<file path="src/sv/fsfi_pkg.sv">
package fsfi_pkg;

	// Light table depth
	localparam int MAX_LIGHTS = 8;

	localparam int SLOT_W = 3;
	localparam int CFG_W  = 4;
	localparam int CNT_W  = $clog2(MAX_LIGHTS + 1);
	// Each clamped dot product stays below 2^30
	localparam int SUM_W  = 32 + $clog2(MAX_LIGHTS);
	// Width of (sum + count*2^12) >> 13
	localparam int QDIV_W = SUM_W - 12;

	localparam logic [CFG_W-1:0] LIGHT_COUNT_RST = 4'd7;
	localparam logic [15:0]      ONE_Q15         = 16'd32768;

	localparam logic ACT_LOAD  = 1'b0;
	localparam logic ACT_SHADE = 1'b1;

	localparam logic [1:0] CH_RED   = 2'd0;
	localparam logic [1:0] CH_GREEN = 2'd1;
	localparam logic [1:0] CH_BLUE  = 2'd2;

	typedef logic signed [15:0] q14_t;

	typedef struct packed {
		q14_t x;
		q14_t y;
		q14_t z;
	} vec_t;

	// One beat travelling down the light chain
	typedef struct packed {
		logic             valid;
		logic [CNT_W-1:0] remaining;
		vec_t             nrm;
		logic [SUM_W-1:0] sum;
	} beat_t;

	// Per-object color weights, Q1.15; unknown ids give black
	function automatic logic [15:0] color_weight(input logic [3:0] id, input logic [1:0] ch);
		logic [47:0] row;
		logic [15:0] w;
		begin
			case (id)
				4'd0: row = {16'd32768, 16'd32768, 16'd32768};
				4'd1: row = {16'd32768, 16'd16384, 16'd0};
				4'd2: row = {16'd29491, 16'd16384, 16'd13107};
				4'd3: row = {16'd16384, 16'd16384, 16'd32768};
				4'd4: row = {16'd32768, 16'd32768, 16'd32768};
				4'd5: row = {16'd32768, 16'd32768, 16'd32768};
				4'd6: row = {16'd16384, 16'd16384, 16'd32768};
				4'd7: row = {16'd16384, 16'd16384, 16'd32768};
				4'd8: row = {16'd22938, 16'd22938, 16'd32768};
				default: row = '0;
			endcase
			case (ch)
				CH_RED:   w = row[47:32];
				CH_GREEN: w = row[31:16];
				CH_BLUE:  w = row[15:0];
				default:  w = '0;
			endcase
			return w;
		end
	endfunction

endpackage

</file>
<file path="src/sv/fsfi_cell.sv">
// One light table entry; adds its clamped dot product to the passing beat.
module fsfi_cell (
	input  logic            clk,
	input  logic            arst_n,
	input  logic            we,
	input  fsfi_pkg::vec_t  wr_vec,
	input  fsfi_pkg::beat_t beat_in,
	output fsfi_pkg::beat_t beat_out
);

	fsfi_pkg::vec_t                   light_q;
	logic                             valid_q;
	logic [fsfi_pkg::CNT_W-1:0]       rem_q;
	fsfi_pkg::vec_t                   nrm_q;
	logic [fsfi_pkg::SUM_W-1:0]       sum_q;

	logic signed [31:0]               px, py, pz, dot;
	logic [fsfi_pkg::SUM_W-1:0]       add;

	assign px  = beat_in.nrm.x * light_q.x;
	assign py  = beat_in.nrm.y * light_q.y;
	assign pz  = beat_in.nrm.z * light_q.z;
	assign dot = px + py + pz;

	// drop negative terms and lights past the active count
	assign add = (beat_in.remaining != '0 && dot > 0) ?
		fsfi_pkg::SUM_W'(dot[30:0]) : '0;

	always_ff @(posedge clk or negedge arst_n) begin
		if (!arst_n) begin
			light_q <= '0;
			valid_q <= 1'b0;
		end else begin
			if (we) begin
				light_q <= wr_vec;
			end
			valid_q <= beat_in.valid;
		end
	end

	always_ff @(posedge clk) begin
		rem_q <= (beat_in.remaining != '0) ?
			beat_in.remaining - fsfi_pkg::CNT_W'(1) : '0;
		nrm_q <= beat_in.nrm;
		sum_q <= beat_in.sum + add;
	end

	assign beat_out.valid     = valid_q;
	assign beat_out.remaining = rem_q;
	assign beat_out.nrm       = nrm_q;
	assign beat_out.sum       = sum_q;

endmodule

</file>
<file path="config.mk">
export PLATFORM = sky130hd
export DESIGN_NAME = fsfi_cell
export DESIGN_NICKNAME = d
export VERILOG_FILES = /design/src/sv/fsfi_pkg.sv /design/src/sv/fsfi_cell.sv
export SDC_FILE = /design/constraint.sdc
export NUM_CORES = 2
export LEC_CHECK = 0
export ABC_AREA = 1
export ABC_CLOCK_PERIOD_IN_PS = 13300
export BUFFER_PORTS_ARGS = -buffer_cell sky130_fd_sc_hd__buf_4
export CAP_MARGIN = 40
export CELL_PAD_IN_SITES_DETAIL_PLACEMENT = 1
export CELL_PAD_IN_SITES_GLOBAL_PLACEMENT = 2
export CORE_MARGIN = 2
export CORE_UTILIZATION = 25
export CTS_CLUSTER_SIZE = 28
export DETAILED_ROUTE_END_ITERATION = 6
export GPL_TIMING_DRIVEN = 0
export PLACE_DENSITY = 0.58
export SLEW_MARGIN = 20
export SYNTH_ARGS = -nofsm -noshare
export SYNTH_HDL_FRONTEND = slang
export SYNTH_SLANG_ARGS = --single-unit
</file>
<file path="constraint.sdc">
create_clock -name clk -period 13.3 [get_ports clk]
set_input_delay 1.995 -clock clk [delete_from_list [all_inputs] [get_ports clk]]
set_output_delay 1.995 -clock clk [all_outputs]
set_load 0.02 [all_outputs]
</file>
==> flow_metrics.env <==
export IMPL_status="complete, no violations"
export IMPL_path_clk_slew_ps=80
export IMPL_critPathKind="in2reg"
export IMPL_areaGrowthSynthToFinish_pct=13.3
export IMPL_worst_ep_arrival_time_ps=13130
export IMPL_async_flop_share=0.360
export IMPL_io_pins=227
export IMPL_ys_top_cells_by_area="fa_1, inv_1, nand2_1"
export IMPL_clk_latency_ps=560
export IMPL_crit_fanout=10
export IMPL_first_pass_iters=5
export IMPL_start_util=0.251
export IMPL_numPlacedInstances=6441
export IMPL_root_buffer="clkbuf_16"
export IMPL_r2r_start="light_q[19]"
export IMPL_numCtsBuffers=17
export IMPL_worst_pin_slew_ps=884
export IMPL_min_to="light_q[7]"
export IMPL_wl_per_cell_um=20.1
export IMPL_cts_buffer_depth=2
export IMPL_hold_class="reg2reg"
export IMPL_finalSetupTns_ps=0
export IMPL_hold_path_depth=2
export IMPL_antenna_found_initial=1
export IMPL_grt_usage=0.183
export IMPL_final_area_um2=41200
export IMPL_rows=140
export IMPL_worstRegToRegCells=45
export IMPL_fin_skew_ps=19.9
export IMPL_reg2reg_slack_ps=1390
export IMPL_drtAntennaViolNets=0
export IMPL_cp_start_kind="input port"
export IMPL_synth_main_ff_cell="dfxtp_1"
export IMPL_syn_num_nets=5555
export IMPL_ys_top_cells_by_count="inv_1, nand2_1, fa_1"
export IMPL_cp_required_ps=13760
export IMPL_cts_tree="done"
export IMPL_cts_setup_buffers=0
export IMPL_layout_nets=5801
export IMPL_slew_viol_final=0
export IMPL_setup_viol=0
export IMPL_worst_setup_path_end_kind="register"
export IMPL_synth_edf_count=0
export IMPL_clkSinkCount=136
export IMPL_routed_via_density=4.09
export IMPL_die_area_um2=149000
export IMPL_reg2reg_to="sum_q[34]"
export IMPL_grt_pass1_vias=29303
export IMPL_coreArea_um2=145000
export IMPL_die_h_um=386
export IMPL_yosysTopAreaCell="fa_1"
export IMPL_finalCritPeriodShare=0.953
export IMPL_htreeDepth=4
export IMPL_io_buffers=225
export IMPL_dp_hpwl_mm=118
export IMPL_grt_overflow=0
export IMPL_crit_path_frequent_cell="fa_1"
export IMPL_finalNonFillerCells=6465
export IMPL_holdBufCountCts=0
export IMPL_synth_top_cell_area_share=0.495
export IMPL_clock_fmax_ghz=0.0789
export IMPL_drc_errors=0
export IMPL_num_vias=26422
export IMPL_seq_area_frac_synth=0.0815
export IMPL_dpl_instance_area_um2=40600
export IMPL_fin_crit_ps=12680
export IMPL_grt_pass1_wl_mm=196
export IMPL_yosysWarnings=0
export IMPL_synthCells=4288
export IMPL_drt_iter0_drc=1099
export IMPL_fp_dieW_um=386
export IMPL_maxCapViolCount=0
export IMPL_dpl_worst_slack_ps=-985
export IMPL_drive_gt1_frac=0.0820
export IMPL_finalHoldViolCount=0
export IMPL_netlist_area_um2=36400
export IMPL_cp_slowest_cell="fa_1"
export IMPL_avgSynthCellArea_um2=8.49
export IMPL_hp_start="light_q[7]"
export IMPL_finalWorstSetupSlack_ps=623
export IMPL_cpPeakStageDelay_ps=670
export IMPL_rsz0062_at_grt="no"
export IMPL_synth_cell_type_count=42
export IMPL_yosysMostFrequentCell="inv_1"
export IMPL_timing_slew_headroom=0.410
export IMPL_ys_ff_latch=136
export IMPL_grt_max_degree=28
export IMPL_routed_wl_mm=130
export IMPL_routabilityCongestion=0.850
-- worst max path at each step --
stage           startpoint        end  cells after the start
5_1_grt        beat_in[44]  sum_q[34]                     45
4_1_cts        beat_in[50]  sum_q[34]                     42
3_5_place_dp   beat_in[50]  sum_q[34]                     43
3_3_place_gp   beat_in[50]  sum_q[34]                     42
6_report       beat_in[45]  sum_q[34]                     44
2_1_floorplan  beat_in[50]  sum_q[34]                     43
-- through the flow --
stage | hold slack, ps | util
2_1_floorplan | 622 | -
4_1_cts | 635 | 0.284
5_1_grt | 692 | 0.284
3_3_place_gp | 794 | 0.279
3_5_place_dp | 616 | 0.280
6_report | 630 | 0.284
-- state kept, by name, indices dropped and copies added, names as in the netlist --
signal,flops
light_q,48
beat_out,48
valid_q,1
sum_q,35
rem_q,4
-- cells in the final DEF (no fill, tap or decap), types with 30 or more instances in the layout --
cell type / count
buf_4: 226
mux2_2: 45
ha_1: 228
dfrtp_1: 49
xor2_1: 36
clkbuf_1: 146
o21ai_0: 30
dfxtp_1: 87
inv_1: 1446
nor2_1: 108
a21oi_1: 55
xnor2_1: 35
nand3_1: 48
fa_1: 899
nand2_1: 937
-- cells by family (layout without fill, tap and decap cells) --
logic type,count (synthesis),count (layout),synth area share
adder cells (fa/ha/maj),1128,1128,0.573
buffers and inverters,1624,1883,0.168
other,0,1,0
multiplexers,45,45,0.0139
XOR/XNOR,71,71,0.0171
AND/OR/NAND/NOR,1162,1162,0.127
AO/OA/AOI/OAI,122,122,0.0191
flip-flops,136,136,0.0815
-- critical path: cells and delay by family --
family,cells,cell delay (ps)
and+or+nand+nor,16,2200
buffers and inverters,10,1820
adders and majority gates,12,5700
xor gates and xnor gates,2,500
AOI/OAI and AO/OA,4,850
-- cell type report --
cell class                 instances  area, um2
tap                             1917       2400
multi-input combinational       2528      27300
timing repair buffer             237       1860
fill                           17264     104000
buffer                           167        671
clock buffer                      18        450
sequential                       136       2970
antenna                            1       2.50
clock inverter                    14        149
inverter                        1447       5430
-- routing by layer --
layer  global-route usage  vias up  share of wire
met2                0.288      314           0.45
met1                0.268    13742           0.51
li1                     -    12308              -
met5                    0        -              0
met3               0.0212       58          0.028
met4               0.0386        0          0.016
-- repair_timing --
item | CTS | global route
resized for setup | 1 | 26
setup endpoints to repair | 11 | 15
endpoints found under the hold margin | 0 | 0
Power is left out: the tool's default activity adds up to more than one toggle a clock period on the data nets, which glitch-free logic cannot reach.
