$ cat config.mk
export PLATFORM = sky130hd
export DESIGN_NAME = fsfi_unit
export DESIGN_NICKNAME = d
export VERILOG_FILES = /design/src/sv/fsfi_pkg.sv /design/src/sv/fsfi_unit.sv
export SDC_FILE = /design/constraint.sdc
export NUM_CORES = 2
export LEC_CHECK = 0
export BUFFER_PORTS_ARGS = -buffer_cell sky130_fd_sc_hd__buf_2
export CAP_MARGIN = 20
export CORE_MARGIN = 2
export CORE_UTILIZATION = 45
export CTS_CLUSTER_SIZE = 14
export DETAILED_ROUTE_END_ITERATION = 7
export PLACE_DENSITY_LB_ADDON = 0.25
export SLEW_MARGIN = 20
export SYNTH_ARGS = -nofsm -noshare
export SYNTH_HDL_FRONTEND = slang
export SYNTH_SLANG_ARGS = --single-unit
$ cat constraint.sdc
create_clock -name clk -period 15.25 [get_ports clk]
set_input_delay 2.2875 -clock clk [delete_from_list [all_inputs] [get_ports clk]]
set_output_delay 2.2875 -clock clk [all_outputs]
set_load 0.005 [all_outputs]
$ cat src/sv/fsfi_pkg.sv
package fsfi_pkg;

	// Light table depth
	localparam int MAX_LIGHTS = 8;

	localparam int SLOT_W = 3;
	localparam int CFG_W  = 4;
	localparam int CNT_W  = $clog2(MAX_LIGHTS + 1);
	// Each clamped dot product stays below 2^30
	localparam int SUM_W  = 32 + $clog2(MAX_LIGHTS);
	// Width of (sum + count*2^12) >> 13
	localparam int QDIV_W = SUM_W - 12;

	localparam logic [CFG_W-1:0] LIGHT_COUNT_RST = 4'd7;
	localparam logic [15:0]      ONE_Q15         = 16'd32768;

	localparam logic ACT_LOAD  = 1'b0;
	localparam logic ACT_SHADE = 1'b1;

	localparam logic [1:0] CH_RED   = 2'd0;
	localparam logic [1:0] CH_GREEN = 2'd1;
	localparam logic [1:0] CH_BLUE  = 2'd2;

	typedef logic signed [15:0] q14_t;

	typedef struct packed {
		q14_t x;
		q14_t y;
		q14_t z;
	} vec_t;

	// One beat travelling down the light chain
	typedef struct packed {
		logic             valid;
		logic [CNT_W-1:0] remaining;
		vec_t             nrm;
		logic [SUM_W-1:0] sum;
	} beat_t;

	// Per-object color weights, Q1.15; unknown ids give black
	function automatic logic [15:0] color_weight(input logic [3:0] id, input logic [1:0] ch);
		logic [47:0] row;
		logic [15:0] w;
		begin
			case (id)
				4'd0: row = {16'd32768, 16'd32768, 16'd32768};
				4'd1: row = {16'd32768, 16'd16384, 16'd0};
				4'd2: row = {16'd29491, 16'd16384, 16'd13107};
				4'd3: row = {16'd16384, 16'd16384, 16'd32768};
				4'd4: row = {16'd32768, 16'd32768, 16'd32768};
				4'd5: row = {16'd32768, 16'd32768, 16'd32768};
				4'd6: row = {16'd16384, 16'd16384, 16'd32768};
				4'd7: row = {16'd16384, 16'd16384, 16'd32768};
				4'd8: row = {16'd22938, 16'd22938, 16'd32768};
				default: row = '0;
			endcase
			case (ch)
				CH_RED:   w = row[47:32];
				CH_GREEN: w = row[31:16];
				CH_BLUE:  w = row[15:0];
				default:  w = '0;
			endcase
			return w;
		end
	endfunction

endpackage

$ cat src/sv/fsfi_unit.sv
// Unit vector in Q1.14: sum of squares, bit-serial square root, then
// three restoring divides of 15 steps.
module fsfi_unit (
	input  logic           clk,
	input  logic           arst_n,
	input  logic           start,
	input  logic [31:0]    mag [3],
	input  logic [2:0]     neg,
	output logic           done,
	output fsfi_pkg::vec_t nrm
);

	typedef enum logic [4:0] {
		U_IDLE = 5'b00001,
		U_SQ   = 5'b00010,
		U_ROOT = 5'b00100,
		U_PREP = 5'b01000,
		U_DIV  = 5'b10000
	} ust_t;

	ust_t                 st_q;
	logic                 done_q;
	logic [31:0]          mag_q [3];
	logic [2:0]           neg_q;
	logic [1:0]           k_q;
	logic [63:0]          acc_q, v_q, r_q, bit_q;
	logic [31:0]          len_q;
	logic [46:0]          rem_q, dsh_q;
	logic [3:0]           step_q;
	logic [14:0]          q_q;
	fsfi_pkg::q14_t       comp_q [3];

	logic [63:0]          sq, trial, r_nx;
	logic                 ge, take;
	logic [14:0]          q_nx;
	logic signed [15:0]   qmag, val;

	assign sq    = mag_q[k_q] * mag_q[k_q];
	assign trial = r_q + bit_q;
	assign ge    = v_q >= trial;
	assign r_nx  = ge ? (r_q >> 1) + bit_q : (r_q >> 1);
	assign take  = rem_q >= dsh_q;
	assign q_nx  = {q_q[13:0], take};
	assign qmag  = {1'b0, q_nx};
	assign val   = (len_q == '0) ? '0 : (neg_q[k_q] ? -qmag : qmag);

	always_ff @(posedge clk or negedge arst_n) begin
		if (!arst_n) begin
			st_q   <= U_IDLE;
			done_q <= 1'b0;
		end else begin
			done_q <= (st_q == U_DIV) && (step_q == '0) && (k_q == 2'd2);
			case (st_q)
				U_IDLE: if (start) st_q <= U_SQ;
				U_SQ:   if (k_q == 2'd2) st_q <= U_ROOT;
				U_ROOT: if (bit_q[0]) st_q <= U_PREP;
				U_PREP: st_q <= U_DIV;
				U_DIV: begin
					if (step_q == '0) begin
						if (k_q == 2'd2) begin
							st_q <= U_IDLE;
						end else begin
							st_q <= U_PREP;
						end
					end
				end
				default: st_q <= U_IDLE;
			endcase
		end
	end

	always_ff @(posedge clk) begin
		case (st_q)
			U_IDLE: begin
				if (start) begin
					mag_q <= mag;
					neg_q <= neg;
					k_q   <= '0;
					acc_q <= '0;
				end
			end
			U_SQ: begin
				acc_q <= acc_q + sq;
				k_q   <= (k_q == 2'd2) ? 2'd0 : k_q + 2'd1;
				if (k_q == 2'd2) begin
					v_q   <= acc_q + sq;
					r_q   <= '0;
					bit_q <= 64'd1 << 62;
				end
			end
			U_ROOT: begin
				if (ge) begin
					v_q <= v_q - trial;
				end
				r_q   <= r_nx;
				bit_q <= bit_q >> 2;
				if (bit_q[0]) begin
					len_q <= r_nx[31:0];
				end
			end
			U_PREP: begin
				// rounding half up: add len/2 before the divide
				rem_q  <= 47'({mag_q[k_q], 14'd0}) + 47'(len_q[31:1]);
				dsh_q  <= 47'({len_q, 14'd0});
				step_q <= 4'd14;
				q_q    <= '0;
			end
			U_DIV: begin
				if (take) begin
					rem_q <= rem_q - dsh_q;
				end
				dsh_q  <= dsh_q >> 1;
				q_q    <= q_nx;
				step_q <= step_q - 4'd1;
				if (step_q == '0) begin
					comp_q[k_q] <= val;
					k_q         <= k_q + 2'd1;
				end
			end
			default: ;
		endcase
	end

	assign done  = done_q;
	assign nrm.x = comp_q[0];
	assign nrm.y = comp_q[1];
	assign nrm.z = comp_q[2];

endmodule

==> results by group <==
Clock tree
  – CTS H-tree depth: 3
  – Hold buffer count at CTS: 0
  – Root buffer cell: clkbuf_16
  – Clk buf depth: 3
  – Resize count post-CTS: 0
  – Total CTS buffers: 68
  – CTS tree: built
  – Worst-path clk slew: approximately 0.060 ns
  – Clock Latency Late Sink: between 0.6 and 0.7 ns
  – CTS sink cnt: 522
  – Post-CTS Setup Inserts: 0

Global route
  – Vias in the first global route: ~48,000
  – Initial antenna violation count: 4
  – GRT Resource Usage Total: about a quarter
  – Largest net degree at the start of global routing: 81
  – Total grt overflow: 0
  – First-pass GRT wire length: around 290 mm

Die
  – Chip height: 376 um
  – Die width: between 300 and 400 um
  – Die Area: 141,000 um2
  – # rows: 136
  – Core area: 137,000 um2
  – Initial Util: 45.3%
  – I/O Pins: 151

STA
  – Fin crit share: 70.6%
  – Tmin final: around 11 ns
  – RSZ-0062 raised after global routing: no
  – Final worst slack: roughly 4.5 ns
  – FMAX: 92.9 MHz
  – Slew @ Worst Pin: 1.12 ns
  – Max Slew Vio Count: 0
  – Rel. slew slack: 25.3%
  – Final Setup Violations: 0
  – Setup_tns: 0 ns
  – Worst Skew: 0.0649 ns
  – Final hold vios: 0

Worst setup path
  – Critical path arrival: 11.14 ns
  – Slowest cell on crit path: clkinv_1
  – Crit path max-delay family: adder cells
  – CP Depth: 33
  – Worst reg-to-reg path cell count: 33
  – CP startpoint kind: register
  – CP peak stage delay: 0.74 ns
  – CP Class: register to register
  – CP endpoint kind: register
  – Req. time, crit path: 15.63 ns
  – Reg2reg start: k_q[0]$_DFFE_PP_
  – Buf/Inv on CP: 11
  – Worst Path Max Fanout: 36
  – CP Launch Point: k_q[0]$_DFFE_PP_
  – CP dominant cell by count: fa_1

Routing
  – DRC viols: 0
  – Post-DRT Antenna Nets: 0
  – Met3 routed WL: 15.0 mm
  – Routed vias/inst: about 5.5
  – DRT Pass-1 Iters: 8
  – Wire length on met2: around 85 mm
  – Top sig layer: met5
  – WL/cell: approximately 22 um
  – Met1 wire length: 80.3 mm
  – Iteration-0 DRC count of the detailed router: 4,261
  – Total number of vias: 46,700
  – WL final: ~190 mm

Logic synthesis
  – Area share of the largest cell type after synthesis: 28.3%
  – Synth Flop Type: edfxtp_1
  – Mapped Nets: 7,918
  – Number of synthesized register bits: roughly 520
  – Synth top area cells: fa_1 (28%), edfxtp_1 (25%), ha_1 (9.0%)
  – Count of cell types in the netlist: 89
  – Yosys warns: 0
  – Syn Std Cell Area: 62,100 um2
  – Ys async rst share: 1.15%
  – Sequential cell area fraction in the yosys report: around 25%
  – Mean Syn Cell Area: 9.56 um2
  – EDFF count, synth: around 520
  – Dominant cell type by area after synthesis: fa_1
  – Post-synth top cells: inv_1 (1,273), fa_1 (877), nand2_1 (613)
  – Top-count cell post-synth: inv_1
  – Mapped Cells: 6,494

Placement
  – Post-placement cell count: 8,286
  – Routability Congestion: 0.951
  – Port bufs: 150
  – Post-DP HPWL: 148 mm
  – DP Worst Slack: 4.51 ns

Cells and area
  – ANT cells: 0
  – Nets: 7,987
  – Area growth syn-to-layout: 8.26%
  – Non-filler cells, final: 8,409
  – Share of post-route cells with drive strength above 1: approximately 6%

Min path
  – Worst hold start: dsh_q[31]$_DFFE_PN_
  – Hold crit path type: register to register
  – Hold path depth: 2

Status
  – Outcome: complete, no violations

Job
  – Max cap viols: 0
## final cells by class
cell class	instances	area, um2
fill	12800	69900
multi-input combinational	4460	40900
sequential	522	15600
inverter	1285	4830
tap	1794	2240
clock buffer	84	1800
timing repair buffer	226	1340
clock inverter	38	457
## sequential cells by signal, summed over array words and instances (netlist names)
register,flops
acc_q,64
bit_q,32
comp_q,48
done,1
dsh_q,46
k_q,2
len_q,32
mag_q,96
neg_q,3
q_q,14
r_q,64
rem_q,47
st_q,5
step_q,4
v_q,64
## through the flow
step	cell area, um2	hold slack (ns)	utilization (%)
after detailed placement	65000	0.556	47.4
final	67200	0.576	49.0
after global routing	67200	0.610	49.0
after CTS	67200	0.577	49.0
after floorplan	62100	0.506	-
after global placement	65000	0.541	47.4
## cells in the final DEF (no fill, tap or decap), types with 28 or more instances in the layout
cell / instances
ha_1: 445
and2_1: 125
nand2b_1: 41
o21ai_1: 36
nand3_1: 58
nand2_1: 611
inv_1: 1271
mux2i_1: 51
fa_1: 877
nor2_1: 529
xor2_1: 153
edfxtp_1: 516
nand4_1: 84
o21a_1: 28
nor3_1: 53
a21o_1: 123
a31oi_1: 81
buf_2: 150
nor2b_1: 28
buf_4: 75
a21oi_1: 293
xnor2_1: 165
o21ai_0: 264
clkbuf_16: 68
o21bai_1: 56
## worst paths after layout
| kind | endpoint | slack, ns |
|---|---|---|
| hold / removal | dsh_q[30]$_DFFE_PN_ | 0.58 |
| setup / recovery | v_q[61]$_DFFE_PP_ | 4.49 |
| max in group asynchronous | st_q[0]$_DFFE_PN1P_ | 13.60 |
| hold reg to reg | dsh_q[30]$_DFFE_PN_ | 0.58 |
| setup reg to reg | v_q[61]$_DFFE_PP_ | 4.49 |
| min in group asynchronous | st_q[4]$_DFFE_PN0P_ | 1.42 |
## tightest hold or removal path, stage by stage (launching register included)
cell	delay, ns
edfxtp_1	0.36
nand2_1	0.05
o21ai_0	0.06
## logic make-up (layout without fill, tap and decap cells)
kind of cell / after synthesis / in the layout / synth area share, %
adders and majority gates: 1322 / 1322 / 37.2
AOI/OAI and AO/OA: 1105 / 1105 / 11.1
and+or+nand+nor: 1663 / 1663 / 12.0
buffers and inverters: 1512 / 1633 / 9.17
DFF: 522 / 522 / 25.2
muxes: 52 / 52 / 0.840
xor gates and xnor gates: 318 / 318 / 4.48
## layer usage
metal,up-vias,GRT usage [%]
met5,-,0
met4,4,7.99
met3,290,4.67
met2,1832,42.0
met1,23300,37.7
li1,21200,-
Power is left out: the tool's default activity adds up to more than one toggle a clock period on the data nets, which glitch-free logic cannot reach.
